[src/sv/lse_pkg.sv]
// Shared widths, fixed-point constants and sequencer states of the Legendre series evaluator.
`default_nettype none
package lse_pkg;

    // Stream field widths
    localparam int RecW    = 6;
    localparam int OrderW  = 7;
    localparam int CoefW   = 32;
    localparam int PointW  = 18;
    localparam int ValueW  = 48;
    localparam int InDataW = 64;

    // Shared multiplier operand and product widths
    localparam int MulW  = 32;
    localparam int ProdW = 64;

    // Internal datapath widths, sized for the largest supported order
    localparam int RecipW = 25;
    localparam int TW     = 40;
    localparam int NW     = 41;
    localparam int WW     = 39;
    localparam int AccW   = 50;

    // Fixed-point constants
    localparam logic [30:0] POne = 31'h4000_0000;
    localparam logic [16:0] YOne = 17'h1_0000;
    localparam logic signed [AccW-1:0] ValMax = 50'sh0_7FFF_FFFF_FFFF;
    localparam logic signed [AccW-1:0] ValMin = -50'sh0_8000_0000_0000;

    // Sequencer states, one-hot
    typedef enum logic [12:0] {
        S_IDLE = 13'b0000000000001,
        S_KY   = 13'b0000000000010,
        S_T    = 13'b0000000000100,
        S_LP   = 13'b0000000001000,
        S_N    = 13'b0000000010000,
        S_NL   = 13'b0000000100000,
        S_NH   = 13'b0000001000000,
        S_P    = 13'b0000010000000,
        S_W    = 13'b0000100000000,
        S_BL   = 13'b0001000000000,
        S_BH   = 13'b0010000000000,
        S_ACC  = 13'b0100000000000,
        S_DONE = 13'b1000000000000
    } t_state;

endpackage
`default_nettype wire

[src/sv/lse_mul.sv]
// Shared unsigned multiplier with a registered product.
`default_nettype none
module lse_mul (
    input  wire logic                      i_clk,
    input  wire logic [lse_pkg::MulW-1:0]  i_a,
    input  wire logic [lse_pkg::MulW-1:0]  i_b,
    output logic      [lse_pkg::ProdW-1:0] o_prod
);

    logic [lse_pkg::ProdW-1:0] r_prod;

    // Register every product; the sequencer picks it up in the following cycle
    always_ff @(posedge i_clk) begin
        r_prod <= lse_pkg::ProdW'(i_a) * lse_pkg::ProdW'(i_b);
    end

    assign o_prod = r_prod;

endmodule
`default_nettype wire

[config.mk]
export PLATFORM = sky130hd
export DESIGN_NAME = lse_mul
export DESIGN_NICKNAME = d
export VERILOG_FILES = /design/src/sv/lse_pkg.sv /design/src/sv/lse_mul.sv
export SDC_FILE = /design/constraint.sdc
export NUM_CORES = 2
export LEC_CHECK = 0
export BUFFER_PORTS_ARGS = -buffer_cell sky130_fd_sc_hd__buf_2
export CORE_MARGIN = 2
export CORE_UTILIZATION = 50
export CTS_CLUSTER_SIZE = 16
export DETAILED_ROUTE_END_ITERATION = 6
export PLACE_DENSITY = 0.67
export REMOVE_ABC_BUFFERS = 1
export SLEW_MARGIN = 20
export SYNTH_ARGS = -nofsm -noshare
export SYNTH_HDL_FRONTEND = slang
export SYNTH_SLANG_ARGS = --single-unit
[constraint.sdc]
create_clock -name i_clk -period 12.6 [get_ports i_clk]
set_clock_uncertainty 0.2 [all_clocks]
set_input_delay 3.15 -clock i_clk [delete_from_list [all_inputs] [get_ports i_clk]]
set_output_delay 3.15 -clock i_clk [all_outputs]
set_load 0.02 [all_outputs]
==> results by group <==
Logic synthesis
  • Most common flop cell mapped by yosys: dfxtp_1
  • Largest area contributor in the netlist: fa_1
  • Post-synth top cells: fa_1, inv_1, and2_1, nand2_1, ha_1
  • Most used standard cell by instance count after synthesis: fa_1
  • Synth Register Bits: 64
  • Synth area leaders: fa_1, and2_1, ha_1
  • Share of the synthesized area in the top cell type: 51.73%
  • Synth async-reset ratio: 0%
  • Number of synthesized flops with an enable pin: 0
  • Mapped cell area: between 30000 and 40000 µm²
  • Library cells used by synthesis: between 50 and 60
  • Post-synthesis sequential area ratio: under 10%
  • Mapped Cells: approximately 3700
  • Synth Area per Inst: 9.252 µm²
  • Yosys warns: 0

Placed design
  • GPL Wtd Cong: about 0.96
  • HPWL Detailed: 75.83 mm
  • PortBufs: between 100 and 150

Flow run
  • MaxCap Viol Count: 0

STA
  • Minimum clock period: around 11 ns
  • Slew @ Worst Pin: between 0.8 and 0.9 ns
  • Final Hold Viols: 0
  • Worst rel slew slack: between 40% and 50%
  • Setup-failing EPs final: 0
  • Period utilisation layout: 88.45%
  • Setup TNS: 0 ns
  • Pins over their slew limit: 0
  • RSZ-0062 raised after global routing: no
  • Fmax: 89.73 MHz

Routing
  • Drt first pass iters: 7
  • Final ANT Viol Nets: 0
  • Met3 routed WL: approximately 9 mm
  • Wl on met1: between 30 and 40 mm
  • Iteration-0 DRC Markers: roughly 1700
  • DRC: 0
  • Metal2 WL: around 45 mm
  • DR WL/cell: 20.80 µm
  • Uppermost layer routed: met5
  • Post-Route WL: ~96 mm
  • Via count: around 25000
  • Vias per Instance: 5.421

Global routing
  • Number of global-route vias before repair: 27460
  • Gr usage total: between 20% and 30%
  • Largest net degree at the start of global routing: 33
  • First-pass GRT wire length: ~150 mm
  • Grt ovf: 0
  • Initial antenna violation count: 3

Layout
  • Fill cells: about 6400
  • P&R area growth vs syn: 4.160%
  • Share of cells above drive strength 1: 4.799%
  • Max reg flops: 64
  • NumNets Final: 4907

Worst setup path
  • Worst Path Arrival: between 10 and 15 ns
  • Critical Path Fanout Max: 32
  • Crit path kind: in -> reg
  • CP endpoint kind: register
  • WP data required: approximately 13 ns
  • Critical Path Source Type: input port

Status
  • Status: complete, no violations

Floorplanning
  • Core Region: approximately 70000 µm²
  • Rows: between 90 and 100
  • Full die area: 71470 µm²
  • Initial Util: 50.56%
  • Die Span Y: around 270 µm
  • Number of I/O pins: approximately 130
  • Die Wd: around 270 µm

CTS
  • Post_cts resized: 0
  • CTS clk-pin slew, worst paths: 0.07 ns
  • Num Clock Sinks: 64
  • Inserted Clock Buffers: 9
  • CTS Buffer Depth: 2
  • CTS Hold Bufs: 0
  • CTS tree: yes
  • Post-CTS Setup Inserts: 0
  • H-Tree Depth: 3
  • Root Buffer: clkbuf_16

Worst hold path
  • Hold endpoint: o_prod[0]$_DFF_P_
  • Hold Path Class: in -> reg
  • Hold path cells: 2
  • Hold Crit Start: i_b[0]
worst max-delay path by stage:
stage	start	slack (ns)	depth (start not counted)	end
after floorplan	i_a[26]	2.78	22	o_prod[62]$_DFF_P_
after global placement	i_b[10]	1.24	25	o_prod[62]$_DFF_P_
after detailed placement	i_b[9]	1.19	24	o_prod[62]$_DFF_P_
after CTS	i_b[9]	1.55	25	o_prod[62]$_DFF_P_
after global routing	i_b[9]	1.14	25	o_prod[62]$_DFF_P_
final	i_b[9]	1.46	25	o_prod[62]$_DFF_P_
critical path, cell delays in order:
cell and delay (ns):
buf_2 0.63, and2_1 0.26, fa_1 0.45, fa_1 0.62, inv_1 0.08, fa_1 0.53, inv_1 0.05, fa_1 0.50
inv_1 0.05, fa_1 0.40, inv_1 0.08, fa_1 0.43, fa_1 0.49, inv_1 0.05, fa_1 0.48, inv_1 0.05
ha_1 0.42, nand4_1 0.23, or4_1 0.47, or3_1 0.36, a31oi_1 0.65, a31o_2 0.35, a211oi_1 0.14, o21ai_1 0.18
xor2_1 0.14
placed cells by master (no fill, tap or decap), drive strengths merged, types with 7 or more instances in the layout:
| cell type | synthesis | routed |
|---|---|---|
| and2 | 602 | 602 |
| nand3 | 10 | 10 |
| o21bai | 11 | 11 |
| xor2 | 25 | 25 |
| inv | 865 | 865 |
| fa | 896 | 896 |
| ha | 263 | 263 |
| a31oi | 12 | 12 |
| buf | 7 | 144 |
| a21o | 40 | 40 |
| dfxtp | 64 | 64 |
| nor3 | 7 | 7 |
| nand2 | 480 | 480 |
| a21oi | 66 | 66 |
| nor2 | 20 | 20 |
| and3 | 14 | 14 |
| xnor2 | 35 | 35 |
| o21a | 9 | 9 |
| nand4 | 23 | 23 |
| clkbuf | 213 | 9 |
| o21ai | 26 | 26 |
through the flow:
stage          cells  worst slack (ns)  instance area [µm²]  utilization (%)  hold slack (ns)
6_report        4621             1.456                36120            52.66            3.119
5_1_grt         4619             1.139                36110            52.65            3.139
2_1_floorplan   3528             2.781                33840                -            3.072
3_5_place_dp    4603             1.192                35770            52.15            3.365
4_1_cts         4619             1.550                36110            52.65            3.108
3_3_place_gp    4603             1.237                35770            52.15            3.365
area by class of cell:
type,count,area [µm²],share of cell area (%)
tap,931,1165,3.225
timing repair buffer,144,760.7,2.106
sequential,64,1281,3.547
multi-input combinational,2599,29310,81.16
antenna,2,5.005,0.01386
clock buffer,9,225.2,0.6235
inverter,865,3247,8.989
clock inverter,7,120.1,0.3326
logic make-up (layout without fill, tap and decap cells):
family	count (synthesis)	count (layout)	synth area share (%)
muxes	1	1	0.02887
AOI/OAI and AO/OA	202	202	4.153
adders and majority gates	1159	1159	61.22
DFF	64	64	3.695
other	0	2	0
and+or+nand+nor	1177	1177	17.62
buffers and inverters	1085	1025	11.77
xor gates and xnor gates	60	60	1.515
per-layer routing:
layer | vias to the layer above | track usage, %
met4 | 2 | 7.379
met1 | 13090 | 39.01
met2 | 1071 | 46.24
met3 | 177 | 6.427
met5 | - | 0
li1 | 10710 | -
Power is left out: the tool's default activity adds up to more than one toggle a clock period on the data nets, which glitch-free logic cannot reach.
